==> src/sv/bm25ps_pkg.sv <==
// Shared widths, constants and controller command bundle for the BM25 posting scorer.
// No dependencies; imported by the controller, datapath and top level.
package bm25ps_pkg;

    localparam int TfW     = 16;
    localparam int DlenW   = 24;
    localparam int IdfW    = 21;
    localparam int AvgW    = 16;
    localparam int ScoreW  = 23;
    localparam int CfgIdxW = 1;

    localparam int ProdW   = TfW + AvgW;          // f * avgdl
    localparam int Dl3W    = DlenW + 2;           // 3 * dlen
    localparam int NumPW   = IdfW + ProdW;        // idf * f * avgdl
    localparam int NumW    = NumPW + 3;           // 6 * idf * f * avgdl
    localparam int DenW    = ProdW + 2;           // 2*f*avgdl + avgdl + 3*dlen
    localparam int QuoW    = ScoreW + 1;          // one extra bit flags saturation
    localparam int DivW    = DenW + ScoreW;       // divisor aligned to top quotient bit
    localparam int CntW    = $clog2(QuoW);

    localparam logic [IdfW-1:0]    IdfReset   = IdfW'(65536);
    localparam logic [AvgW-1:0]    AvgReset   = AvgW'(130);
    localparam logic [ScoreW-1:0]  ScoreMax   = {ScoreW{1'b1}};
    localparam logic [CfgIdxW-1:0] CfgIdfIdx  = CfgIdxW'(0);
    localparam logic [CfgIdxW-1:0] CfgAvgIdx  = CfgIdxW'(1);

    typedef struct packed {
        logic capture;    // latch input, form f*avgdl and 3*dlen
        logic mul_stage;  // form idf product and divisor
        logic div_init;   // load remainder and aligned divisor
        logic div_step;   // one restoring quotient bit
        logic retire;     // write output register, update running max
    } ctrl_cmd_t;

endpackage

==> src/sv/bm25ps_ctrl.sv <==
// Controller FSM for the BM25 posting scorer: sequences capture, multiply,
// divide and retire, and owns both stream handshakes. Depends on bm25ps_pkg.
module bm25ps_ctrl import bm25ps_pkg::*; (
    input  logic      aclk,
    input  logic      aresetn,
    input  logic      s_tvalid,
    output logic      s_tready,
    output logic      m_tvalid,
    input  logic      m_tready,
    output ctrl_cmd_t cmd
);

    localparam logic [2:0] StIdle = 3'd0;
    localparam logic [2:0] StMul  = 3'd1;
    localparam logic [2:0] StLoad = 3'd2;
    localparam logic [2:0] StDiv  = 3'd3;
    localparam logic [2:0] StDone = 3'd4;

    logic [2:0]      state_reg, state_next;
    logic [CntW-1:0] cnt_reg, cnt_next;
    logic            out_valid_reg, out_valid_next;
    logic            out_free;

    assign out_free = !out_valid_reg || m_tready;
    assign s_tready = (state_reg == StIdle);
    assign m_tvalid = out_valid_reg;

    always_comb begin
        state_next     = state_reg;
        cnt_next       = cnt_reg;
        out_valid_next = out_valid_reg && !m_tready;
        cmd            = '0;
        case (state_reg)
            StIdle: begin
                if (s_tvalid) begin
                    cmd.capture = 1'b1;
                    state_next  = StMul;
                end
            end
            StMul: begin
                cmd.mul_stage = 1'b1;
                state_next    = StLoad;
            end
            StLoad: begin
                cmd.div_init = 1'b1;
                cnt_next     = '0;
                state_next   = StDiv;
            end
            StDiv: begin
                cmd.div_step = 1'b1;
                cnt_next     = cnt_reg + 1'b1;
                if (cnt_reg == CntW'(QuoW - 1)) begin
                    state_next = StDone;
                end
            end
            StDone: begin
                if (out_free) begin
                    cmd.retire     = 1'b1;
                    out_valid_next = 1'b1;
                    state_next     = StIdle;
                end
            end
            default: begin
                state_next = StIdle;
            end
        endcase
    end

    always_ff @(posedge aclk) begin
        if (!aresetn) begin
            state_reg     <= StIdle;
            cnt_reg       <= '0;
            out_valid_reg <= 1'b0;
        end else begin
            state_reg     <= state_next;
            cnt_reg       <= cnt_next;
            out_valid_reg <= out_valid_next;
        end
    end

endmodule

==> src/sv/bm25ps_dp.sv <==
// Datapath for the BM25 posting scorer: config registers, two multiply stages,
// a restoring divider and the running list maximum. Depends on bm25ps_pkg.
module bm25ps_dp import bm25ps_pkg::*; (
    input  logic               aclk,
    input  logic               aresetn,
    input  logic               cfg_wr_en,
    input  logic [CfgIdxW-1:0] cfg_index,
    input  logic [IdfW-1:0]    cfg_wr_data,
    input  logic [TfW-1:0]     term_frequency,
    input  logic [DlenW-1:0]   doc_length,
    input  logic               list_end,
    input  ctrl_cmd_t          cmd,
    output logic [ScoreW-1:0]  score,
    output logic [ScoreW-1:0]  list_max,
    output logic               final_flag
);

    logic [IdfW-1:0]   idf_reg;
    logic [AvgW-1:0]   avg_reg;
    logic [AvgW-1:0]   avg_eff;
    logic [ProdW-1:0]  prod_reg;
    logic [Dl3W-1:0]   dl3_reg;
    logic              last_reg;
    logic [NumPW-1:0]  nump_reg;
    logic [DenW-1:0]   den_reg;
    logic [NumW-1:0]   rem_reg;
    logic [DivW-1:0]   dsh_reg;
    logic [QuoW-1:0]   quo_reg;
    logic [ScoreW-1:0] run_max_reg;
    logic [ScoreW-1:0] score_reg, max_reg;
    logic              final_reg;

    logic [DivW-1:0]   rem_ext;
    logic              rem_ge;
    logic [ScoreW-1:0] score_next, max_next;

    // avgdl of zero is treated as one so the divisor never vanishes
    assign avg_eff = (avg_reg == '0) ? AvgW'(1) : avg_reg;

    always_ff @(posedge aclk) begin
        if (!aresetn) begin
            idf_reg <= IdfReset;
            avg_reg <= AvgReset;
        end else if (cfg_wr_en) begin
            case (cfg_index)
                CfgIdfIdx: idf_reg <= cfg_wr_data;
                CfgAvgIdx: avg_reg <= cfg_wr_data[AvgW-1:0];
                default: ;
            endcase
        end
    end

    always_ff @(posedge aclk) begin
        if (cmd.capture) begin
            prod_reg <= ProdW'(term_frequency) * ProdW'(avg_eff);
            dl3_reg  <= {2'b00, doc_length} + {1'b0, doc_length, 1'b0};
            last_reg <= list_end;
        end
        if (cmd.mul_stage) begin
            nump_reg <= NumPW'(idf_reg) * NumPW'(prod_reg);
            den_reg  <= {1'b0, prod_reg, 1'b0} + DenW'(avg_eff) + DenW'(dl3_reg);
        end
    end

    // restoring division, MSB first; the first bit set means quotient >= 2^23
    assign rem_ext = DivW'(rem_reg);
    assign rem_ge  = (rem_ext >= dsh_reg);

    always_ff @(posedge aclk) begin
        if (cmd.div_init) begin
            rem_reg <= {1'b0, nump_reg, 2'b00} + {2'b00, nump_reg, 1'b0};
            dsh_reg <= {den_reg, {ScoreW{1'b0}}};
            quo_reg <= '0;
        end else if (cmd.div_step) begin
            if (rem_ge) begin
                rem_reg <= NumW'(rem_ext - dsh_reg);
            end
            dsh_reg <= dsh_reg >> 1;
            quo_reg <= {quo_reg[QuoW-2:0], rem_ge};
        end
    end

    assign score_next = quo_reg[QuoW-1] ? ScoreMax : quo_reg[ScoreW-1:0];
    assign max_next   = (score_next > run_max_reg) ? score_next : run_max_reg;

    always_ff @(posedge aclk) begin
        if (!aresetn) begin
            run_max_reg <= '0;
        end else if (cmd.retire) begin
            run_max_reg <= last_reg ? '0 : max_next;
        end
    end

    always_ff @(posedge aclk) begin
        if (cmd.retire) begin
            score_reg <= score_next;
            max_reg   <= max_next;
            final_reg <= last_reg;
        end
    end

    assign score      = score_reg;
    assign list_max   = max_reg;
    assign final_flag = final_reg;

endmodule

==> src/sv/bm25_posting_scorer.sv <==
// BM25 posting scorer, k1 = 2 and b = 0.75; idf_weight and score are Q16 fixed point.
// Top level: joins bm25ps_ctrl and bm25ps_dp. Depends on bm25ps_pkg.
//
// One posting per transfer: score = floor(idf*6*f*avgdl / (2*f*avgdl + avgdl + 3*dlen)),
// saturated at 2^23-1, plus the running list maximum, which clears after the
// transfer marked by s_tlast. Each item takes these steps in order: the input transfer,
// which captures the posting and forms f*avgdl, the idf multiply, the divider load, the
// one-bit-per-cycle restoring divider over 24 quotient bits, and the output register
// write, which waits until that register is free; m_tvalid rises once it is written.
// The next item can be accepted once the previous result is registered, even if that
// result is still waiting on m_tready. idf_weight (index 0) and avg_doc_length
// (index 1) are written through cfg_wr_en/cfg_index/cfg_wr_data; the user must write
// them only while the block is idle, as the block itself does not enforce this.
module bm25_posting_scorer import bm25ps_pkg::*; (
    input  logic               aclk,
    input  logic               aresetn,
    input  logic               cfg_wr_en,
    input  logic [CfgIdxW-1:0] cfg_index,
    input  logic [IdfW-1:0]    cfg_wr_data,
    input  logic               s_tvalid,
    output logic               s_tready,
    input  logic [39:0]        s_tdata,   // term_frequency[15:0], doc_length[39:16]
    input  logic               s_tlast,
    output logic               m_tvalid,
    input  logic               m_tready,
    output logic [47:0]        m_tdata,   // score[22:0], list_max[45:23], zero[47:46]
    output logic               m_tlast
);

    ctrl_cmd_t         cmd;
    logic [ScoreW-1:0] score, list_max;

    bm25ps_ctrl u_ctrl (
        .aclk     (aclk),
        .aresetn  (aresetn),
        .s_tvalid (s_tvalid),
        .s_tready (s_tready),
        .m_tvalid (m_tvalid),
        .m_tready (m_tready),
        .cmd      (cmd)
    );

    bm25ps_dp u_dp (
        .aclk           (aclk),
        .aresetn        (aresetn),
        .cfg_wr_en      (cfg_wr_en),
        .cfg_index      (cfg_index),
        .cfg_wr_data    (cfg_wr_data),
        .term_frequency (s_tdata[TfW-1:0]),
        .doc_length     (s_tdata[TfW+DlenW-1:TfW]),
        .list_end       (s_tlast),
        .cmd            (cmd),
        .score          (score),
        .list_max       (list_max),
        .final_flag     (m_tlast)
    );

    assign m_tdata = {2'b00, list_max, score};

endmodule
==> config.mk <==
export PLATFORM = sky130hd
export DESIGN_NAME = bm25_posting_scorer
export DESIGN_NICKNAME = d
export VERILOG_FILES = /design/src/sv/bm25ps_pkg.sv /design/src/sv/bm25ps_ctrl.sv /design/src/sv/bm25ps_dp.sv /design/src/sv/bm25_posting_scorer.sv
export SDC_FILE = /design/constraint.sdc
export NUM_CORES = 2
export LEC_CHECK = 0
export ABC_CLOCK_PERIOD_IN_PS = 7310
export BUFFER_PORTS_ARGS = -buffer_cell sky130_fd_sc_hd__buf_2
export CAP_MARGIN = 40
export CORE_MARGIN = 3
export CORE_UTILIZATION = 24
export CTS_BUF_LIST = sky130_fd_sc_hd__clkbuf_8
export CTS_CLUSTER_DIAMETER = 150
export DETAILED_ROUTE_END_ITERATION = 8
export PLACE_DENSITY_LB_ADDON = 0.15
export SLEW_MARGIN = 40
export SYNTH_ARGS = -nofsm -noshare
export SYNTH_HDL_FRONTEND = slang
export SYNTH_HIERARCHICAL = 1
export SYNTH_SLANG_ARGS = --single-unit
==> constraint.sdc <==
create_clock -name aclk -period 7.31 [get_ports aclk]
set_clock_uncertainty 0.1 [all_clocks]
set_input_delay 0.3655 -clock aclk [delete_from_list [all_inputs] [get_ports aclk]]
set_output_delay 0.3655 -clock aclk [all_outputs]
set_load 0.02 [all_outputs]
# Word level (Yosys, flattened, before mapping)
# Cells that the tools add are included.
# Widths: inputs -> output; s select.
# op_classes
n_bitwise	1
n_addsub	6
n_eq_ne	8
n_lt_le_gt_ge	2
mux	23
mul	2
n_reduce_logical	13
# op_table
op	count
$mux 56	3
$mux 57	2
$mux 23	3
$ge 56x57->1	1
$add 55x54->56	1
$sub 56x56->56	1
$mul 21x32->53	1
$add 33x16->34	1
$add 34x26->34	1
$mul 16x16->32	1
$add 24x25->26	1
$gt 23x23->1	1
$logic_not 16->1	1
$mux 16	1
$pmux 3 s5	1
$pmux 5 s2	1
$mux 1	9
$mux 3	3
$eq 3x2->1 const B	2
$reduce_and 2->1	3
$reduce_bool 2->1	3
$add 5x1->5 const B	1
$eq 5x5->1 const B	1
$ne 2x1->1 const B	2
other kinds (9)	10
# word_totals
ff_bits	399
in_bits	68
word_cells	73
output_inout_bits	51

# Longest topological paths before layout
# depth
depth_word	4
depth_mapped	27
depth_no_buf	26

# Modules after synthesis
# The synthesis kept the hierarchy.
# by_module_without_submodules
mod	n_inst	seq_area_each_um2	area_each_um2	cells_each
bm25ps_dp	1	10640.2	54068.1	5848
bm25ps_ctrl	1	180.2	479.2	59
bm25_posting_scorer	1	0.0	18.8	3

# Worst setup path after synthesis
# Ideal clock, no wire load.
# synth_timing
path_type	register to register
startpoint	register u_ctrl.state_reg[0]
endpoint	register u_dp.den_reg[0], enable pin
slack_ps	-437
setup_ps	657
t_arrival_ps	6990
stages_incl_launch_ff	3
required_ps	6553
period_less_slack_ps	7747
path_buffers	1
path_cell_list	dfxtp_1 -> clkbuf_1 -> nor3b_1
# synth_lines
element	line_no	rtl
start, declared	bm25ps_ctrl.sv:19	logic [2:0] state_reg, state_next;
start signal, assigned	bm25ps_ctrl.sv:71	state_reg <= StIdle;
start signal, assigned	bm25ps_ctrl.sv:75	state_reg <= state_next;
end signal, assigned	bm25ps_dp.sv:61	den_reg <= {1'b0, prod_reg, 1'b0} + DenW'(avg_eff) + DenW'(dl3_reg);
end, declared	bm25ps_dp.sv:25	logic [DenW-1:0] den_reg;

# Worst setup path after layout
# layout_timing
startpoint	register u_dp.prod_reg[3]
endpoint	register u_dp.nump_reg[38] (data pin)
# layout_between
elab_chain_len	1
# layout_lines
element	line_no	rtl
start, declared	bm25ps_dp.sv:21	logic [ProdW-1:0] prod_reg;
start signal, assigned	bm25ps_dp.sv:55	prod_reg <= ProdW'(term_frequency) * ProdW'(avg_eff);
$mul 21x32->53	bm25ps_dp.sv:60	nump_reg <= NumPW'(idf_reg) * NumPW'(prod_reg);
end signal, assigned	bm25ps_dp.sv:60	
end, declared	bm25ps_dp.sv:24	logic [NumPW-1:0] nump_reg;
# No other way between the ends.
# A chain may end at the register's enable or synchronous reset.

==> metrics.txt <==
# TYPE chip_impl_metric gauge
chip_impl_metric{name="drv.max_cap_violation_count",unit=""} 0
chip_impl_metric{name="cp_slowest_stage_delay",unit="ns"} 0.59
chip_impl_info{name="critPathSlowestCell",value="fa_1"} 1
chip_impl_metric{name="final_cell_area",unit="um^2"} 62600
chip_impl_metric{name="ys_seq_elements",unit=""} 399
chip_impl_info{name="crit_family",value="adder cells"} 1
chip_impl_metric{name="die_area",unit="um^2"} 233000
chip_impl_metric{name="timing.critical_path.fanout_max",unit=""} 4
chip_impl_metric{name="critical_path_buf_inv_count",unit=""} 3
chip_impl_metric{name="core_area",unit="um^2"} 226000
chip_impl_metric{name="max_freq",unit="GHz"} 0.138
chip_impl_metric{name="fillerInstances",unit=""} 24265
chip_impl_metric{name="h-tree-depth",unit=""} 3
chip_impl_metric{name="arrival",unit="ns"} 7.67
chip_impl_info{name="ys_dominant_reg_cell",value="edfxtp_1"} 1
chip_impl_info{name="tritoncts",value="yes"} 1
chip_impl_metric{name="synth_sequential_area_ratio",unit=""} 0.198
chip_impl_metric{name="final_hold_vios",unit=""} 0
chip_impl_metric{name="drive_above_1_share",unit=""} 0.100
chip_impl_metric{name="clockBufferDepth",unit=""} 3
chip_impl_info{name="critical_path.reg2reg.endpoint",value="u_dp/nump_reg[38]$_DFFE_PP_"} 1
chip_impl_metric{name="flow.area_growth_from_synthesis",unit="%"} 14.7
chip_impl_info{name="cell_occurring_most_often_along_the_worst_timing_path",value="fa_1"} 1
chip_impl_metric{name="largest_register_ffs",unit=""} 57
chip_impl_metric{name="drt_wl_total",unit="mm"} 165
chip_impl_metric{name="clkTransAtPathRegs",unit="ns"} 0.07
chip_impl_metric{name="post_drt_via_cell_ratio",unit=""} 4.35
chip_impl_metric{name="numPortBuffers",unit=""} 116
chip_impl_metric{name="synthesis.area_per_instance",unit="um^2"} 9.23
chip_impl_info{name="timing.rr.start",value="u_dp/prod_reg[3]$_DFFE_PP_"} 1
chip_impl_metric{name="worst_ep_required_time",unit="ns"} 7.75
chip_impl_metric{name="globalRouteTotalUtil",unit=""} 0.142
chip_impl_metric{name="sum_of_negative_setup_slack",unit="ns"} 0
chip_impl_info{name="holdCritPathClass",value="in -> reg"} 1
chip_impl_metric{name="final_period_minus_worst_setup_slack",unit="ns"} 7.23
chip_impl_metric{name="synth_enable_flop_cells",unit=""} 283
chip_impl_metric{name="design.portCount",unit=""} 119
chip_impl_metric{name="warnings_synthesis",unit=""} 6
chip_impl_metric{name="first_iter_violations",unit=""} 1681
chip_impl_info{name="worst_setup_path_start_kind",value="flip-flop"} 1
chip_impl_metric{name="ir_worst_vdd",unit="mV"} 0.311
chip_impl_metric{name="drcViolationCount",unit=""} 0
chip_impl_metric{name="rows",unit=""} 174
chip_impl_metric{name="hpwl_after_detailed_placement",unit="mm"} 137
chip_impl_metric{name="dr.pass1.iters",unit=""} 5
chip_impl_metric{name="ant_nets",unit=""} 0
chip_impl_metric{name="final_estimated_routing_congestion_in_global_placement",unit=""} 0.810
chip_impl_metric{name="slew_headroom",unit=""} 0.479
chip_impl_info{name="cp-endpoint",value="u_dp/nump_reg[38]$_DFFE_PP_"} 1
chip_impl_metric{name="first_pass_grt_wire_length",unit="mm"} 258
chip_impl_metric{name="critical_path_depth",unit=""} 22
chip_impl_metric{name="first_global_vias",unit=""} 43007
chip_impl_metric{name="period_share",unit=""} 0.990
chip_impl_metric{name="finalHoldWorstSlack",unit="ns"} 0.121
chip_impl_metric{name="chip_height",unit="um"} 483
chip_impl_metric{name="die_w",unit="um"} 483
chip_impl_metric{name="final-max-slew-violation-count",unit=""} 0
chip_impl_info{name="outcome",value="finished clean"} 1
chip_impl_metric{name="synth.cell_area",unit="um^2"} 54600
chip_impl_info{name="setup_crit_start",value="u_dp/prod_reg[3]$_DFFE_PP_"} 1
chip_impl_metric{name="synthCells",unit=""} 5910
chip_impl_metric{name="layoutNonFillerInstCount",unit=""} 9200
chip_impl_info{name="timing_worst_setup_path_type",value="reg -> reg"} 1
chip_impl_info{name="crit_path_cell_trace",value="buf_4 > and2_1 > fa_1 > fa_1 > fa_1 > fa_1 > fa_1 > fa_1 > inv_2 > fa_1 > inv_1 > ha_4 > and3_4 > nand3_2 > or4_4 > a211o_4 > a31oi_4 > a311oi_2 > o31ai_1 > a21o_2 > a221oi_2 > xnor2_1"} 1
chip_impl_metric{name="dpl_cell_area",unit="um^2"} 59700
chip_impl_metric{name="clock_latency",unit="ns"} 0.83
chip_impl_metric{name="clkSinkCount",unit=""} 399
chip_impl_metric{name="leakagePower",unit="nW"} 28.9
chip_impl_metric{name="grt_antenna_before_repair",unit=""} 9
chip_impl_metric{name="reg2regPathDepth",unit=""} 22
chip_impl_metric{name="power_density",unit="nW/um^2"} 356
chip_impl_metric{name="start_util",unit=""} 0.242
chip_impl_metric{name="ff2ff_setup_slack",unit="ns"} 0.08
chip_impl_metric{name="detailroute.via_count",unit=""} 40048
chip_impl_info{name="ctsRootBufferMaster",value="clkbuf_8"} 1
chip_impl_metric{name="unique_cell_type_count_in_the_yosys_netlist",unit=""} 108
chip_impl_metric{name="worst-slew-pin-transition",unit="ns"} 0.777
chip_impl_info{name="end_kind",value="flip-flop"} 1
chip_impl_metric{name="postSynth.asyncResetShare",unit=""} 0
chip_impl_metric{name="place.detailed.instances",unit=""} 8950
chip_impl_info{name="rsz0062_at_grt",value="yes"} 1
chip_impl_metric{name="numCtsBuffers",unit=""} 82
chip_impl_metric{name="avgRoutedWirePerCell",unit="um"} 17.9
chip_impl_metric{name="final_nets",unit=""} 7441
chip_impl_metric{name="globalRoute.totalOverflow",unit=""} 0
chip_impl_metric{name="timing.final.setup_violations",unit=""} 0
chip_impl_metric{name="grt_max_degree",unit=""} 140
[placed cells by master (no fill, tap or decap), types with 88 or more instances in the layout]
cell type,count
a21o_1,140
a21oi_1,243
and2_1,509
buf_2,116
buf_4,203
clkbuf_8,88
dfxtp_1,105
edfxtp_1,283
fa_1,771
ha_1,458
inv_1,1099
nand2_1,694
nor2_1,210
o21ai_0,118
xnor2_1,132
[report_power, final]
group,switching (mW),leakage (nW),internal [mW],total [mW]
Sequential,0.226,3.59,3.29,3.51
Clock,1.18,0.970,1.35,2.53
Combinational,9.53,24.4,6.71,16.2
[routing by layer]
metal | vias to the layer above | GRT usage | share of wire
met4 | 0 | 0.0310 | 0.021
li1 | 19336 | - | -
met3 | 168 | 0.0216 | 0.035
met1 | 19956 | 0.200 | 0.49
met5 | - | 0 | 0
met2 | 588 | 0.231 | 0.46
[synthesized netlist by cell type (53+ instances only)]
cell type / number / share of area
and2_1: 513 / 0.059
inv_1: 1078 / 0.074
fa_1: 780 / 0.29
ha_1: 463 / 0.11
xnor2_1: 134 / 0.022
dfxtp_1: 116 / 0.043
xor2_1: 67 / 0.011
clkbuf_1: 246 / 0.017
nor2_1: 211 / 0.015
edfxtp_1: 283 / 0.16
a21oi_1: 251 / 0.023
nand2_1: 696 / 0.048
a21o_1: 140 / 0.019
o21ai_0: 123 / 0.011
nand3_1: 59 / 0.0054
mux2i_1: 53 / 0.0097
[cells by family (layout without fill, tap and decap cells)]
group | count (synthesis) | count (layout) | synth area share
other | 1 | 11 | 0.0000687
xor gates and xnor gates | 201 | 201 | 0.0323
adders and majority gates | 1243 | 1243 | 0.392
DFF | 399 | 399 | 0.198
AOI/OAI and AO/OA | 866 | 866 | 0.109
buffers and inverters | 1365 | 1653 | 0.0956
muxes | 54 | 54 | 0.00993
and+or+nand+nor | 1781 | 1781 | 0.163
[worst min path at each step]
stage,start,to,cells after the start
finish,aresetn,u_ctrl/state_reg[0]$_SDFFE_PN0P_,4
global route,s_tdata[0],u_dp/prod_reg[0]$_DFFE_PP_,3
CTS,s_tdata[0],u_dp/prod_reg[0]$_DFFE_PP_,3
detailed placement,u_dp/last_reg$_DFFE_PP_,u_dp/final_flag$_DFFE_PP_,0
global placement,u_dp/last_reg$_DFFE_PP_,u_dp/final_flag$_DFFE_PP_,0
floorplan,u_dp/last_reg$_DFFE_PP_,u_dp/final_flag$_DFFE_PP_,0
[area by class of cell]
| class | instances | area, um^2 | share of cell area |
|---|---|---|---|
| Inverter | 1078 | 4050 | 0.0647 |
| Tap cell | 2992 | 3740 | 0.0598 |
| Timing Repair Buffer | 422 | 3380 | 0.0540 |
| Multi-Input combinational cell | 4147 | 38800 | 0.621 |
| Antenna cell | 9 | 22.5 | 0.000360 |
| Clock buffer | 88 | 1210 | 0.0194 |
| Clock inverter | 65 | 498 | 0.00796 |
| Sequential cell | 399 | 10800 | 0.173 |
[tightest hold or removal path, cell delays in order]
cell and delay, ns:
buf_2 0.10, buf_4 0.26, nand2b_1 0.18, a21oi_1 0.04
[metrics by stage]
stage	power, mW	setup WS, ns	util
global route	24.7	-0.0920	0.277
global placement	19.5	-0.156	0.265
CTS	22.3	0.000500	0.276
detailed placement	19.4	-0.0998	0.265
floorplan	14.0	0.401	-
finish	22.3	0.0759	0.277
[repair_timing]
| item | CTS | global route |
|---|---|---|
| pin swaps | 6 | 36 |
| endpoints found under the setup margin | 9 | 17 |
| gates resized for setup | 9 | 59 |
| setup buffers | 1 | 14 |
| hold buffers | 70 | 0 |
| cloned | 0 | 1 |
| endpoints found under the hold margin | 68 | 0 |
No activity file was read; power rests on OpenSTA's default activity.
